## config.mk

```make
export PLATFORM = sky130hd
export DESIGN_NAME = ready_blocked_job_dispatcher_flat
export DESIGN_NICKNAME = d
export VERILOG_FILES = /design/src/rtl/core/rjd_pkg.sv /design/src/rtl/core/rjd_if.sv /design/src/rtl/core/rjd_cell.sv /design/src/rtl/core/rjd_queue.sv /design/src/rtl/core/ready_blocked_job_dispatcher.sv /design/src/flat_wrapper.sv
export SDC_FILE = /design/constraint.sdc
export NUM_CORES = 2
export LEC_CHECK = 0
export BUFFER_PORTS_ARGS = -buffer_cell sky130_fd_sc_hd__buf_2
export CAP_MARGIN = 30
export CORE_UTILIZATION = 60
export DETAILED_ROUTE_END_ITERATION = 16
export PLACE_DENSITY = 0.8
export SYNTH_ARGS = -nofsm -noshare
export SYNTH_HDL_FRONTEND = slang
export SYNTH_SLANG_ARGS = --single-unit
```

## constraint.sdc

```tcl
create_clock -name clk -period 9.25 [get_ports clk]
set_input_delay 1.3875 -clock clk [delete_from_list [all_inputs] [get_ports clk]]
set_output_delay 1.3875 -clock clk [all_outputs]
set_load 0.005 [all_outputs]
```

## src/rtl/core/rjd_pkg.sv

```systemverilog
// shared types and codes of the ready/blocked job dispatcher
// no dependencies; used by the queue cells, the queue and the top level
package rjd_pkg;

	typedef struct packed {
		logic [15:0] cpu;
		logic [7:0]  io;
		logic [15:0] process;
		logic [15:0] start;
	} job_t;

	localparam int JOB_W = $bits(job_t);

	// push and pop control of one queue
	typedef struct packed {
		logic push;
		logic pop;
	} qctl_t;

	localparam logic [1:0] OP_ADD  = 2'd0;
	localparam logic [1:0] OP_TICK = 2'd1;
	localparam logic [1:0] OP_IRQ  = 2'd2;

	localparam logic [7:0] IRQ_UNBLOCK = 8'd0;
	localparam logic [7:0] IRQ_SWITCH  = 8'd1;

	typedef enum logic [3:0] {
		ST_SWITCHED      = 4'd0,
		ST_UNBLOCKED     = 4'd1,
		ST_BLOCKED_EMPTY = 4'd2,
		ST_UNIMPL        = 4'd3,
		ST_LOADED        = 4'd4,
		ST_NO_JOBS       = 4'd5,
		ST_ONLY_BLOCKED  = 4'd6,
		ST_TO_BLOCKED    = 4'd7,
		ST_FINISHED      = 4'd8,
		ST_DECREMENTED   = 4'd9,
		ST_ADDED         = 4'd10
	} status_t;

	typedef enum logic {
		FSM_IDLE,
		FSM_UNBLOCK
	} fsm_t;

endpackage

```

## src/rtl/core/rjd_if.sv

```systemverilog
// valid/ready channel interfaces for dispatcher commands and results
// depends on nothing but the channel widths of the dispatcher
interface rjd_in_if;
	logic        valid;
	logic        ready;
	logic [1:0]  op;
	logic [7:0]  interrupt_code;
	logic [15:0] job_cpu_time;
	logic [7:0]  job_io_time;
	logic [15:0] job_process;
	logic [15:0] job_start;

	modport source (
		output valid, op, interrupt_code, job_cpu_time, job_io_time, job_process, job_start,
		input  ready
	);
	modport sink (
		input  valid, op, interrupt_code, job_cpu_time, job_io_time, job_process, job_start,
		output ready
	);
endinterface

interface rjd_out_if;
	logic        valid;
	logic        ready;
	logic [3:0]  status;
	logic        dropped;
	logic        run_valid;
	logic [15:0] run_cpu_time;
	logic [7:0]  run_io_time;
	logic [15:0] run_process;
	logic [15:0] run_start;

	modport source (
		output valid, status, dropped, run_valid, run_cpu_time, run_io_time, run_process,
		       run_start,
		input  ready
	);
	modport sink (
		input  valid, status, dropped, run_valid, run_cpu_time, run_io_time, run_process,
		       run_start,
		output ready
	);
endinterface

```

## src/rtl/core/rjd_cell.sv

```systemverilog
// one entry of a shifting job queue: holds a job and a valid bit
// depends on rjd_pkg; a row of these forms rjd_queue
module rjd_cell (
	input  logic          clk,
	input  logic          arst_n,
	input  rjd_pkg::qctl_t ctl,
	input  rjd_pkg::job_t push_data,
	input  logic          prev_valid,
	input  logic          next_valid,
	input  rjd_pkg::job_t next_data,
	output logic          valid,
	output rjd_pkg::job_t data
);

	logic valid_q;
	rjd_pkg::job_t data_q;

	always_ff @(posedge clk or negedge arst_n) begin
		if (!arst_n) begin
			valid_q <= 1'b0;
		end else if (ctl.pop) begin
			// shift toward the head; the last valid cell takes a pushed job
			valid_q <= next_valid | (ctl.push & valid_q);
		end else if (ctl.push && !valid_q && prev_valid) begin
			valid_q <= 1'b1;
		end
	end

	always_ff @(posedge clk) begin
		if (ctl.pop) begin
			if (next_valid) begin
				data_q <= next_data;
			end else if (ctl.push && valid_q) begin
				data_q <= push_data;
			end
		end else if (ctl.push && !valid_q && prev_valid) begin
			data_q <= push_data;
		end
	end

	assign valid = valid_q;
	assign data  = data_q;

endmodule

```

## src/rtl/core/rjd_queue.sv

```systemverilog
// job FIFO built as a chain of rjd_cell entries, head at cell 0
// depends on rjd_pkg and rjd_cell
module rjd_queue #(
	parameter int DEPTH = 16
) (
	input  logic          clk,
	input  logic          arst_n,
	input  rjd_pkg::qctl_t ctl,
	input  rjd_pkg::job_t push_data,
	output rjd_pkg::job_t head,
	output logic          empty,
	output logic          full
);

	logic [DEPTH-1:0] valid;
	rjd_pkg::job_t data [DEPTH];

	for (genvar i = 0; i < DEPTH; i++) begin : g_cell
		logic          prev_v;
		logic          next_v;
		rjd_pkg::job_t next_d;

		if (i == 0) begin : g_first
			assign prev_v = 1'b1;
		end else begin : g_mid
			assign prev_v = valid[i-1];
		end

		if (i == DEPTH - 1) begin : g_last
			assign next_v = 1'b0;
			assign next_d = '0;
		end else begin : g_inner
			assign next_v = valid[i+1];
			assign next_d = data[i+1];
		end

		rjd_cell u_cell (
			.clk       (clk),
			.arst_n    (arst_n),
			.ctl       (ctl),
			.push_data (push_data),
			.prev_valid(prev_v),
			.next_valid(next_v),
			.next_data (next_d),
			.valid     (valid[i]),
			.data      (data[i])
		);
	end

	assign head  = data[0];
	assign empty = ~valid[0];
	assign full  = valid[DEPTH-1];

endmodule

```

## src/rtl/core/ready_blocked_job_dispatcher.sv

```systemverilog
// top level of the ready/blocked job dispatcher
// depends on rjd_pkg, rjd_if and rjd_queue

// Round-robin dispatcher with a ready queue, a blocked queue (each QUEUE_DEPTH
// jobs, built as shifting chains of cells) and one running job. Add, tick,
// switch and unknown commands are answered directly from the idle state. An
// unblock interrupt walks the blocked chain one job per cycle into the ready
// chain and gives its result once the blocked chain is empty. The result sits
// in an output register, so a new command is taken while the previous result
// is being handed over. No clearing pass follows reset.
module ready_blocked_job_dispatcher #(
	parameter int QUEUE_DEPTH = 16
) (
	input  logic      clk,
	input  logic      arst_n,
	rjd_in_if.sink    job_in,
	rjd_out_if.source res_out
);

	rjd_pkg::fsm_t state_q, state_d;

	rjd_pkg::job_t   run_q, run_d;
	logic            run_valid_q, run_valid_d;
	logic            drop_acc_q, drop_acc_d;

	rjd_pkg::qctl_t  rdy_ctl, blk_ctl;
	rjd_pkg::job_t   rdy_push, blk_push;
	rjd_pkg::job_t   rdy_head, blk_head;
	logic            rdy_empty, rdy_full, blk_empty, blk_full;

	logic            res_load;
	rjd_pkg::status_t res_status;
	logic            res_dropped;

	logic            out_valid_q;
	logic [3:0]      out_status_q;
	logic            out_dropped_q;
	logic            out_run_valid_q;
	rjd_pkg::job_t   out_job_q;

	logic            in_fire;
	logic            is_unblock;
	rjd_pkg::job_t   new_job;
	logic [15:0]     cpu_dec;
	rjd_pkg::status_t idle_status;

	rjd_queue #(.DEPTH(QUEUE_DEPTH)) u_ready (
		.clk      (clk),
		.arst_n   (arst_n),
		.ctl      (rdy_ctl),
		.push_data(rdy_push),
		.head     (rdy_head),
		.empty    (rdy_empty),
		.full     (rdy_full)
	);

	rjd_queue #(.DEPTH(QUEUE_DEPTH)) u_blocked (
		.clk      (clk),
		.arst_n   (arst_n),
		.ctl      (blk_ctl),
		.push_data(blk_push),
		.head     (blk_head),
		.empty    (blk_empty),
		.full     (blk_full)
	);

	assign job_in.ready = (state_q == rjd_pkg::FSM_IDLE) & (~out_valid_q | res_out.ready);
	assign in_fire      = job_in.valid & job_in.ready;
	assign is_unblock   = (job_in.op == rjd_pkg::OP_IRQ) &
	                      (job_in.interrupt_code == rjd_pkg::IRQ_UNBLOCK) & ~blk_empty;
	assign cpu_dec      = run_q.cpu - 16'd1;
	assign idle_status  = blk_empty ? rjd_pkg::ST_NO_JOBS : rjd_pkg::ST_ONLY_BLOCKED;

	always_comb begin
		new_job.cpu     = job_in.job_cpu_time;
		new_job.io      = job_in.job_io_time;
		new_job.process = job_in.job_process;
		new_job.start   = job_in.job_start;
	end

	// next state
	always_comb begin
		state_d = state_q;
		unique case (state_q)
			rjd_pkg::FSM_IDLE: begin
				if (in_fire && is_unblock) state_d = rjd_pkg::FSM_UNBLOCK;
			end
			rjd_pkg::FSM_UNBLOCK: begin
				if (blk_empty) state_d = rjd_pkg::FSM_IDLE;
			end
			default: state_d = rjd_pkg::FSM_IDLE;
		endcase
	end

	// queue controls, running job update and result
	always_comb begin
		rdy_ctl     = '0;
		blk_ctl     = '0;
		rdy_push    = new_job;
		blk_push    = run_q;
		run_d       = run_q;
		run_valid_d = run_valid_q;
		drop_acc_d  = drop_acc_q;
		res_load    = 1'b0;
		res_status  = rjd_pkg::ST_UNIMPL;
		res_dropped = 1'b0;

		unique case (state_q)
			rjd_pkg::FSM_IDLE: begin
				if (in_fire) begin
					res_load = ~is_unblock;
					unique case (job_in.op)
						rjd_pkg::OP_ADD: begin
							rdy_ctl.push = 1'b1;
							res_dropped  = rdy_full;
							res_status   = rjd_pkg::ST_ADDED;
						end
						rjd_pkg::OP_TICK: begin
							if (run_valid_q && run_q.cpu != 16'd0) begin
								if (cpu_dec == 16'd0) begin
									if (run_q.io == 8'd1) begin
										blk_push     = '0;
										blk_push.process = run_q.process;
										blk_push.start   = run_q.start;
										blk_ctl.push = 1'b1;
										res_dropped  = blk_full;
										res_status   = rjd_pkg::ST_TO_BLOCKED;
									end else begin
										res_status = rjd_pkg::ST_FINISHED;
									end
									run_d       = '0;
									run_valid_d = 1'b0;
								end else begin
									run_d.cpu  = cpu_dec;
									res_status = rjd_pkg::ST_DECREMENTED;
								end
							end else if (!rdy_empty) begin
								rdy_ctl.pop = 1'b1;
								run_d       = rdy_head;
								run_valid_d = 1'b1;
								res_status  = rjd_pkg::ST_LOADED;
							end else begin
								res_status = idle_status;
							end
						end
						rjd_pkg::OP_IRQ: begin
							if (job_in.interrupt_code == rjd_pkg::IRQ_SWITCH) begin
								if (!rdy_empty) begin
									// pop and push in the same cycle, so the push always fits
									rdy_ctl.pop  = 1'b1;
									rdy_ctl.push = run_valid_q;
									rdy_push     = run_q;
									run_d        = rdy_head;
									run_valid_d  = 1'b1;
									res_status   = rjd_pkg::ST_SWITCHED;
								end else begin
									res_status = idle_status;
								end
							end else if (job_in.interrupt_code == rjd_pkg::IRQ_UNBLOCK) begin
								drop_acc_d = 1'b0;
								res_status = rjd_pkg::ST_BLOCKED_EMPTY;
							end else begin
								res_status = rjd_pkg::ST_UNIMPL;
							end
						end
						default: res_status = rjd_pkg::ST_UNIMPL;
					endcase
				end
			end
			rjd_pkg::FSM_UNBLOCK: begin
				if (blk_empty) begin
					res_load    = 1'b1;
					res_status  = rjd_pkg::ST_UNBLOCKED;
					res_dropped = drop_acc_q;
				end else begin
					blk_ctl.pop  = 1'b1;
					rdy_ctl.push = 1'b1;
					rdy_push     = blk_head;
					drop_acc_d   = drop_acc_q | rdy_full;
				end
			end
			default: begin
				res_status = rjd_pkg::ST_UNIMPL;
			end
		endcase
	end

	always_ff @(posedge clk or negedge arst_n) begin
		if (!arst_n) begin
			state_q     <= rjd_pkg::FSM_IDLE;
			run_q       <= '0;
			run_valid_q <= 1'b0;
			drop_acc_q  <= 1'b0;
			out_valid_q <= 1'b0;
		end else begin
			state_q     <= state_d;
			run_q       <= run_d;
			run_valid_q <= run_valid_d;
			drop_acc_q  <= drop_acc_d;
			if (res_load) begin
				out_valid_q <= 1'b1;
			end else if (res_out.ready) begin
				out_valid_q <= 1'b0;
			end
		end
	end

	// running job is kept zero while no job runs, so it goes out as is
	always_ff @(posedge clk) begin
		if (res_load) begin
			out_status_q    <= res_status;
			out_dropped_q   <= res_dropped;
			out_run_valid_q <= run_valid_d;
			out_job_q       <= run_d;
		end
	end

	assign res_out.valid        = out_valid_q;
	assign res_out.status       = out_status_q;
	assign res_out.dropped      = out_dropped_q;
	assign res_out.run_valid    = out_run_valid_q;
	assign res_out.run_cpu_time = out_job_q.cpu;
	assign res_out.run_io_time  = out_job_q.io;
	assign res_out.run_process  = out_job_q.process;
	assign res_out.run_start    = out_job_q.start;

endmodule
```

## src/flat_wrapper.sv

```systemverilog
// flat-port wrapper written by rule: the top's interface ports become plain ports
module ready_blocked_job_dispatcher_flat 
#(
	parameter int QUEUE_DEPTH = 16
)
  (clk, arst_n, job_in_valid, job_in_op, job_in_interrupt_code, job_in_job_cpu_time, job_in_job_io_time, job_in_job_process, job_in_job_start, job_in_ready, res_out_valid, res_out_status, res_out_dropped, res_out_run_valid, res_out_run_cpu_time, res_out_run_io_time, res_out_run_process, res_out_run_start, res_out_ready);
  rjd_in_if job_in_i ();
  rjd_out_if res_out_i ();
  input  logic clk;
  input  logic arst_n;
  input wire logic [$bits(job_in_i.valid)-1:0] job_in_valid;
  input wire logic [$bits(job_in_i.op)-1:0] job_in_op;
  input wire logic [$bits(job_in_i.interrupt_code)-1:0] job_in_interrupt_code;
  input wire logic [$bits(job_in_i.job_cpu_time)-1:0] job_in_job_cpu_time;
  input wire logic [$bits(job_in_i.job_io_time)-1:0] job_in_job_io_time;
  input wire logic [$bits(job_in_i.job_process)-1:0] job_in_job_process;
  input wire logic [$bits(job_in_i.job_start)-1:0] job_in_job_start;
  output wire logic [$bits(job_in_i.ready)-1:0] job_in_ready;
  output wire logic [$bits(res_out_i.valid)-1:0] res_out_valid;
  output wire logic [$bits(res_out_i.status)-1:0] res_out_status;
  output wire logic [$bits(res_out_i.dropped)-1:0] res_out_dropped;
  output wire logic [$bits(res_out_i.run_valid)-1:0] res_out_run_valid;
  output wire logic [$bits(res_out_i.run_cpu_time)-1:0] res_out_run_cpu_time;
  output wire logic [$bits(res_out_i.run_io_time)-1:0] res_out_run_io_time;
  output wire logic [$bits(res_out_i.run_process)-1:0] res_out_run_process;
  output wire logic [$bits(res_out_i.run_start)-1:0] res_out_run_start;
  input wire logic [$bits(res_out_i.ready)-1:0] res_out_ready;
  assign job_in_i.valid = job_in_valid;
  assign job_in_i.op = job_in_op;
  assign job_in_i.interrupt_code = job_in_interrupt_code;
  assign job_in_i.job_cpu_time = job_in_job_cpu_time;
  assign job_in_i.job_io_time = job_in_job_io_time;
  assign job_in_i.job_process = job_in_job_process;
  assign job_in_i.job_start = job_in_job_start;
  assign job_in_ready = job_in_i.ready;
  assign res_out_valid = res_out_i.valid;
  assign res_out_status = res_out_i.status;
  assign res_out_dropped = res_out_i.dropped;
  assign res_out_run_valid = res_out_i.run_valid;
  assign res_out_run_cpu_time = res_out_i.run_cpu_time;
  assign res_out_run_io_time = res_out_i.run_io_time;
  assign res_out_run_process = res_out_i.run_process;
  assign res_out_run_start = res_out_i.run_start;
  assign res_out_i.ready = res_out_ready;
  ready_blocked_job_dispatcher #(.QUEUE_DEPTH(QUEUE_DEPTH)) u_core (.clk(clk), .arst_n(arst_n), .job_in(job_in_i), .res_out(res_out_i));
endmodule
```

### Word level (Yosys, flattened, before mapping)

Index checks and enable logic that the tools add are counted.

* register bits after elaboration: 1946
* output and inout port bits: 64

* bitwise operators: 71
* $add $sub $neg: 1
* reduce and logical (&&, ||, !) cells: 198
* mux-type cells: 266
* eq/ne operators: 41

Operators by type and width (number)
* 56-bit 2-to-1 mux: 142
* 56-bit one-hot mux with 2 select lines: 2
* 1-bit 2-to-1 mux: 97
* 1-bit logical AND: 96
* 3-bit inequality test, second input constant: 30
* 2-bit nonzero test: 33
* 2-bit AND reduction: 32
* 40-bit 2-to-1 mux: 1
* 1-bit bitwise AND: 36
* 1-bit logical NOT: 32
* 1-bit OR: 32
* 4-bit 2-to-1 mux: 7
* 1-bit one-hot mux with 2 select lines: 9
* 8-bit by 1-bit == test with 1-bit output, second input constant: 2
* 16-bit logical NOT: 1
* 16-bit 2-to-1 mux: 1
* 16-bit nonzero test: 1
* 16-bit by 1-bit subtractor with 16-bit output, second input constant: 1
* 2-bit inequality test, second input constant: 6
* 4-bit one-hot mux with 3 select lines: 1
* 2-bit 2-to-1 mux: 5
* 8-bit logical NOT: 1
* 4-bit one-hot mux with 2 select lines: 1
* 5-bit AND reduction: 1
* other kinds (5): 7

### Depth between registers and ports, before layout

* depth after elaboration: 11
* mapped depth: 12
* mapped depth without buffers: 8

### Modules after synthesis

A second synthesis with hierarchy kept.

* cell total of the unflattened synthesis: 4953
* area, all modules: 89901.2 um2

By module, submodules not included
* rjd_cell: area an instance 2542.4 um2, cells an instance 126, instances 32
* ready_blocked_job_dispatcher: area an instance 8520.7 um2, cells an instance 915, instances 1
* rjd_queue: area an instance 11.3 um2, cells an instance 3, instances 2

### Worst setup path after synthesis

OpenSTA, ideal clock, no wires.

* path kind: input to register
* start point: input res_out_ready
* end point: register u_core.u_blocked.g_cell[10].u_cell.data_q (netlist bit u_core.u_blocked.g_cell[10].u_cell.data[0]), enable pin
* data required time: 8.703 ns
* buffers on the path: 2
* cell stages on the path: 7
* setup time: 0.547 ns
* data arrival time: 6.769 ns
* path slack: 1.934 ns
* path through: nand2b_1 -> nand3_1 -> or3_1 -> buf_4 -> or3_1 -> clkbuf_1 -> o21ai_0

* longest elaborated chain between the ends: 9

RTL lines
* from (decl): line flat_wrapper.sv:27 `input wire logic [$bits(res_out_i.ready)-1:0] res_out_ready;`
* 1-bit OR (*): line ready_blocked_job_dispatcher.sv:67 `assign job_in.ready = (state_q == rjd_pkg::FSM_IDLE) & (~out_valid_q | res_out.ready);`
* 1-bit bitwise AND (*): line ready_blocked_job_dispatcher.sv:67
* 1-bit bitwise AND (*): line ready_blocked_job_dispatcher.sv:68 `assign in_fire = job_in.valid & job_in.ready;`
* 1-bit 2-to-1 mux (*): line ready_blocked_job_dispatcher.sv:110 `if (in_fire) begin`
* 1-bit 2-to-1 mux (*): line ready_blocked_job_dispatcher.sv:108 `unique case (state_q)`
* 1-bit logical AND (2 in series): line rjd_cell.sv:36 `end else if (ctl.push && !valid_q && prev_valid) begin`
* 2-bit nonzero test (no source line)
* 2-bit AND reduction (no source line) (*)
* to (signal assigned): line rjd_cell.sv:32 `data_q <= next_data;`
* to (signal assigned): line rjd_cell.sv:34 `data_q <= push_data;`
* to (signal assigned): line rjd_cell.sv:37 `data_q <= push_data;`
* to (decl): line rjd_cell.sv:16 `rjd_pkg::job_t data_q;`

Every way passes the cells marked *; elsewhere a longest branch is shown, timed or not.
A chain may end at the register's enable or synchronous reset.

### Final worst setup path

* start point: register u_core.run_q[40] in the netlist's numbering
* end point: register u_core.u_blocked.g_cell[14].u_cell.data_q (netlist bit u_core.u_blocked.g_cell[14].u_cell.data[19]), enable pin

* longest elaborated chain between the ends: 11

RTL lines
* from (decl): line ready_blocked_job_dispatcher.sv:22 `rjd_pkg::job_t run_q, run_d;`
* from (signal assigned): line ready_blocked_job_dispatcher.sv:197 `run_q <= run_d;`
* 16-bit by 1-bit subtractor with 16-bit output: line ready_blocked_job_dispatcher.sv:71 `assign cpu_dec = run_q.cpu - 16'd1;`
* 16-bit logical NOT: line ready_blocked_job_dispatcher.sv:120 `if (cpu_dec == 16'd0) begin`
* 1-bit 2-to-1 mux: line ready_blocked_job_dispatcher.sv:120
* 1-bit 2-to-1 mux (*): line ready_blocked_job_dispatcher.sv:119 `if (run_valid_q && run_q.cpu != 16'd0) begin`
* 1-bit 2-to-1 mux (*): line ready_blocked_job_dispatcher.sv:112 `unique case (job_in.op)`
* 1-bit 2-to-1 mux (*): line ready_blocked_job_dispatcher.sv:110
* 1-bit 2-to-1 mux (*): line ready_blocked_job_dispatcher.sv:108
* 1-bit logical AND (2 in series): line rjd_cell.sv:36
* 2-bit nonzero test (no source line)
* 2-bit AND reduction (no source line) (*)
* to (signal assigned): line rjd_cell.sv:32
* to (signal assigned): line rjd_cell.sv:34
* to (signal assigned): line rjd_cell.sv:37
* to (decl): line rjd_cell.sv:16

Marked as above.

==> reports/qor.csv <==
metric;value;unit
status;finished clean;
switching_share;26.6;%
postCtsSetupBuffers;0;
worst_slew_pin_slew;1.17;ns
finish.utilization;66.6;%
syn-num-nets;6533;
synth_top_area_share;66.1;%
seq_area;58000;sq um
async_reset_ff_share;4.73;%
via_count;50500;
drive_gt1_share;19.2;%
diodes;0;
crit_required;9.70;ns
seq_power_share;51.3;%
synth_edf_count;1854;
fin_crit;5.15;ns
hold_viol_final;0;
crit_type;reg -> reg;
final_cells;8424;
grt_max_degree;86;
multi_input_area;24500;sq um
crit_path_max_fanout;34;
dp_hpwl;113;mm
p_sw;5.79;mW
placedCellCount;8069;
cts_made_buffers;188;
ir_drop;196;uV
hp-class;reg -> reg;
synthTopCellsByArea;edfxtp_1, nand2_1, mux2_2;
yosysUniqueCellTypes;68;
drt_first_pass_iters;6;
clkPwrFrac;34.6;%
die_w;377;um
ant_nets;0;
cts_hold_buf;0;
fillers;9284;
combPwrFrac;14.1;%
route.detailed.drc;0;
portBuffers;133;
drv_slew;0;
ys_ff_latch;1946;
skew;0.0286;ns
core_area;139000;sq um
end_kind;register;
arrival;5.59;ns
syn_avg_cell_area;13.1;sq um
overflow;0;
wl_per_cell;22.5;um
period_share;55.6;%
clkLatencyLatePin;0.82;ns
setup_viol;0;
grt_pass1_vias;49700;
viasPerCell;5.99;
pwr_density_cell;235;nW/um^2
syn_inst;6456;
netlist_area;84300;sq um
power.total;21.8;mW
clk_pin_slew;0.06;ns
gp_congestion;0.896;
grt_pass1_wl;296;mm
finalInstanceArea;92800;sq um
cts_resized;0;
clockRootBuffer;clkbuf_16;
first_iter_violations;5951;
dieArea;142000;sq um
synth_ff_type;edfxtp_1;
grt_setup_unrepaired;false;
antenna_found_initial;10;
drv_cap;0;
maxSlewHeadroom;21.0;%
start_util;60.5;%
yosysTopAreaCell;edfxtp_1;
critPathLaunchType;register;
internal_power;16.0;mW
die_height;377;um
clockBufferDepth;3;
power_leakage;34.1;nW
ys_warn_count;0;
wl;190;mm
max_freq;194;MHz
rows;137;
grt_usage;27.0;%
nets;6470;
cts_tree;done;
area_delta_synth_final;10.2;%
tns;0;ns
place_area;86700;sq um
htreeDepth;4;
seq_area_frac_synth;68.8;%
num_io_pins;134;
cts_sinks;1946;
## through the flow
step	hold WS (ns)	setup WS, ns
5_1_grt	0.512	3.93
2_1_floorplan	0.423	1.93
6_report	0.503	4.10
4_1_cts	0.497	4.10
3_3_place_gp	0.485	3.46
3_5_place_dp	0.490	3.42
## final cells by class
type / instances / share of cell area, %
multi-input cells: 3957 / 26.4
clock inverters: 88 / 0.784
repair buffers: 287 / 2.10
inverters: 13 / 0.0553
clock buffers: 257 / 5.67
well taps: 1876 / 2.53
flip-flops and latches: 1946 / 62.4
## logic make-up after synthesis
kind of cell | share of synthesized area [%]
buffers and inverters | 2.90
adder cells (fa/ha/maj) | 0.104
flip-flops | 68.8
multiplexers | 12.7
AND/OR/NAND/NOR | 12.0
XOR/XNOR | 0.0416
AO/OA/AOI/OAI | 3.49
## worst max-delay path, stage by stage, from the launching register on
cell and delay [ns]:
dfrtp_1 0.56, inv_1 0.21, ha_1 0.42, or4b_2 0.70
nor4_4 0.22, xnor2_1 0.17, o211ai_2 0.11, buf_4 0.23
or3_1 0.38, buf_4 0.28, o21ai_4 0.84, buf_4 0.58
## cells in the final DEF, fill, tap and decap left out, types with 7 or more instances in the layout
cell / synthesis / layout
nor2_1: 33 / 29
a211oi_1: 59 / 59
clkbuf_4: 0 / 7
clkbuf_8: 0 / 7
nand4_1: 7 / 7
o21ai_0: 144 / 136
clkinv_1: 0 / 44
clkinv_2: 0 / 22
o21ai_4: 0 / 15
nand3_1: 13 / 13
nand2_4: 0 / 13
buf_4: 13 / 133
dfrtp_1: 92 / 91
nand2b_1: 20 / 20
clkbuf_16: 0 / 199
clkbuf_1: 372 / 51
bufinv_16: 0 / 12
nor2b_1: 73 / 73
nor3_1: 17 / 16
and2_1: 17 / 17
mux2i_1: 62 / 62
o2bb2ai_4: 0 / 14
mux2_1: 280 / 280
inv_1: 13 / 12
and3_2: 0 / 13
buf_12: 0 / 8
nand2_1: 2314 / 2285
nand2_2: 1 / 17
a221o_1: 31 / 31
a21oi_1: 85 / 78
mux2_2: 612 / 612
a22oi_1: 50 / 48
edfxtp_1: 1854 / 1854
buf_2: 74 / 136
ha_1: 7 / 7
## registers in the layout, summed over array words and instances, names as in the netlist, 4 cells and up
register and cells:
u_core.u_blocked.g_cell.u_cell.data 896, u_core.u_ready.g_cell.u_cell.data 896, u_core.run_q 56, u_core.res_out.run_cpu_time 16, u_core.res_out.run_process 16, u_core.res_out.run_start 16
u_core.u_blocked.g_cell.u_cell.valid 16, u_core.u_ready.g_cell.u_cell.valid 16, u_core.res_out.run_io_time 8, u_core.res_out.status 4
## synth_stat cells, types with 14 or more instances
cell and instances:
nand2_1 2314, a221o_1 31, mux2_1 280, mux2_2 612, a21oi_1 85, o21ai_0 144
nand2b_1 20, and2_1 17, nor2b_1 73, clkbuf_1 372, nor2_1 33, buf_6 30
a211oi_1 59, buf_1 51, dfrtp_1 92, buf_2 74, a22oi_1 50, and3_1 19
o2bb2ai_1 14, nor3_1 17, mux2i_1 62, edfxtp_1 1854
## power groups by stage
| stage | clock (mW) | sequential (mW) | combinational, mW |
|---|---|---|---|
| 2_1_floorplan | 0 | 10.9 | 2.33 |
| 3_3_place_gp | 0 | 11.3 | 2.82 |
| 3_5_place_dp | 0 | 11.3 | 2.96 |
| 4_1_cts | 7.61 | 11.2 | 3.01 |
| 5_1_grt | 7.94 | 11.2 | 3.39 |
| 6_report | 7.53 | 11.2 | 3.06 |
## routing by layer
metal | GRT usage, % | wire, um | vias up | share of wire [%]
met2 | 41.8 | 87300 | 2469 | 46
li1 | - | - | 22600 | -
met5 | 0 | 34 | - | 0.018
met1 | 38.0 | 77800 | 25000 | 41
met4 | 9.12 | 5550 | 4 | 2.9
met3 | 6.15 | 19100 | 365 | 10
## worst paths after layout
kind | start | end | slack (ns) | depth (start not counted)
max | u_core.run_q[40]$_DFF_PN0_ | u_core.u_blocked.g_cell[14].u_cell.data[19]$_DFFE_PP_ | 4.10 | 11
min | u_core.u_blocked.g_cell[13].u_cell.data[21]$_DFFE_PP_ | u_core.u_blocked.g_cell[12].u_cell.data[21]$_DFFE_PP_ | 0.50 | 2
max reg2reg | u_core.run_q[40]$_DFF_PN0_ | u_core.u_blocked.g_cell[14].u_cell.data[19]$_DFFE_PP_ | 4.10 | 11
min reg2reg | u_core.u_blocked.g_cell[13].u_cell.data[21]$_DFFE_PP_ | u_core.u_blocked.g_cell[12].u_cell.data[21]$_DFFE_PP_ | 0.50 | 2
max in group asynchronous | arst_n | u_core.run_q[27]$_DFF_PN0_ | 7.35 | 2
min in group asynchronous | arst_n | u_core.run_q[47]$_DFF_PN0_ | 0.59 | 1
No activity file was read; power rests on OpenSTA's default activity.
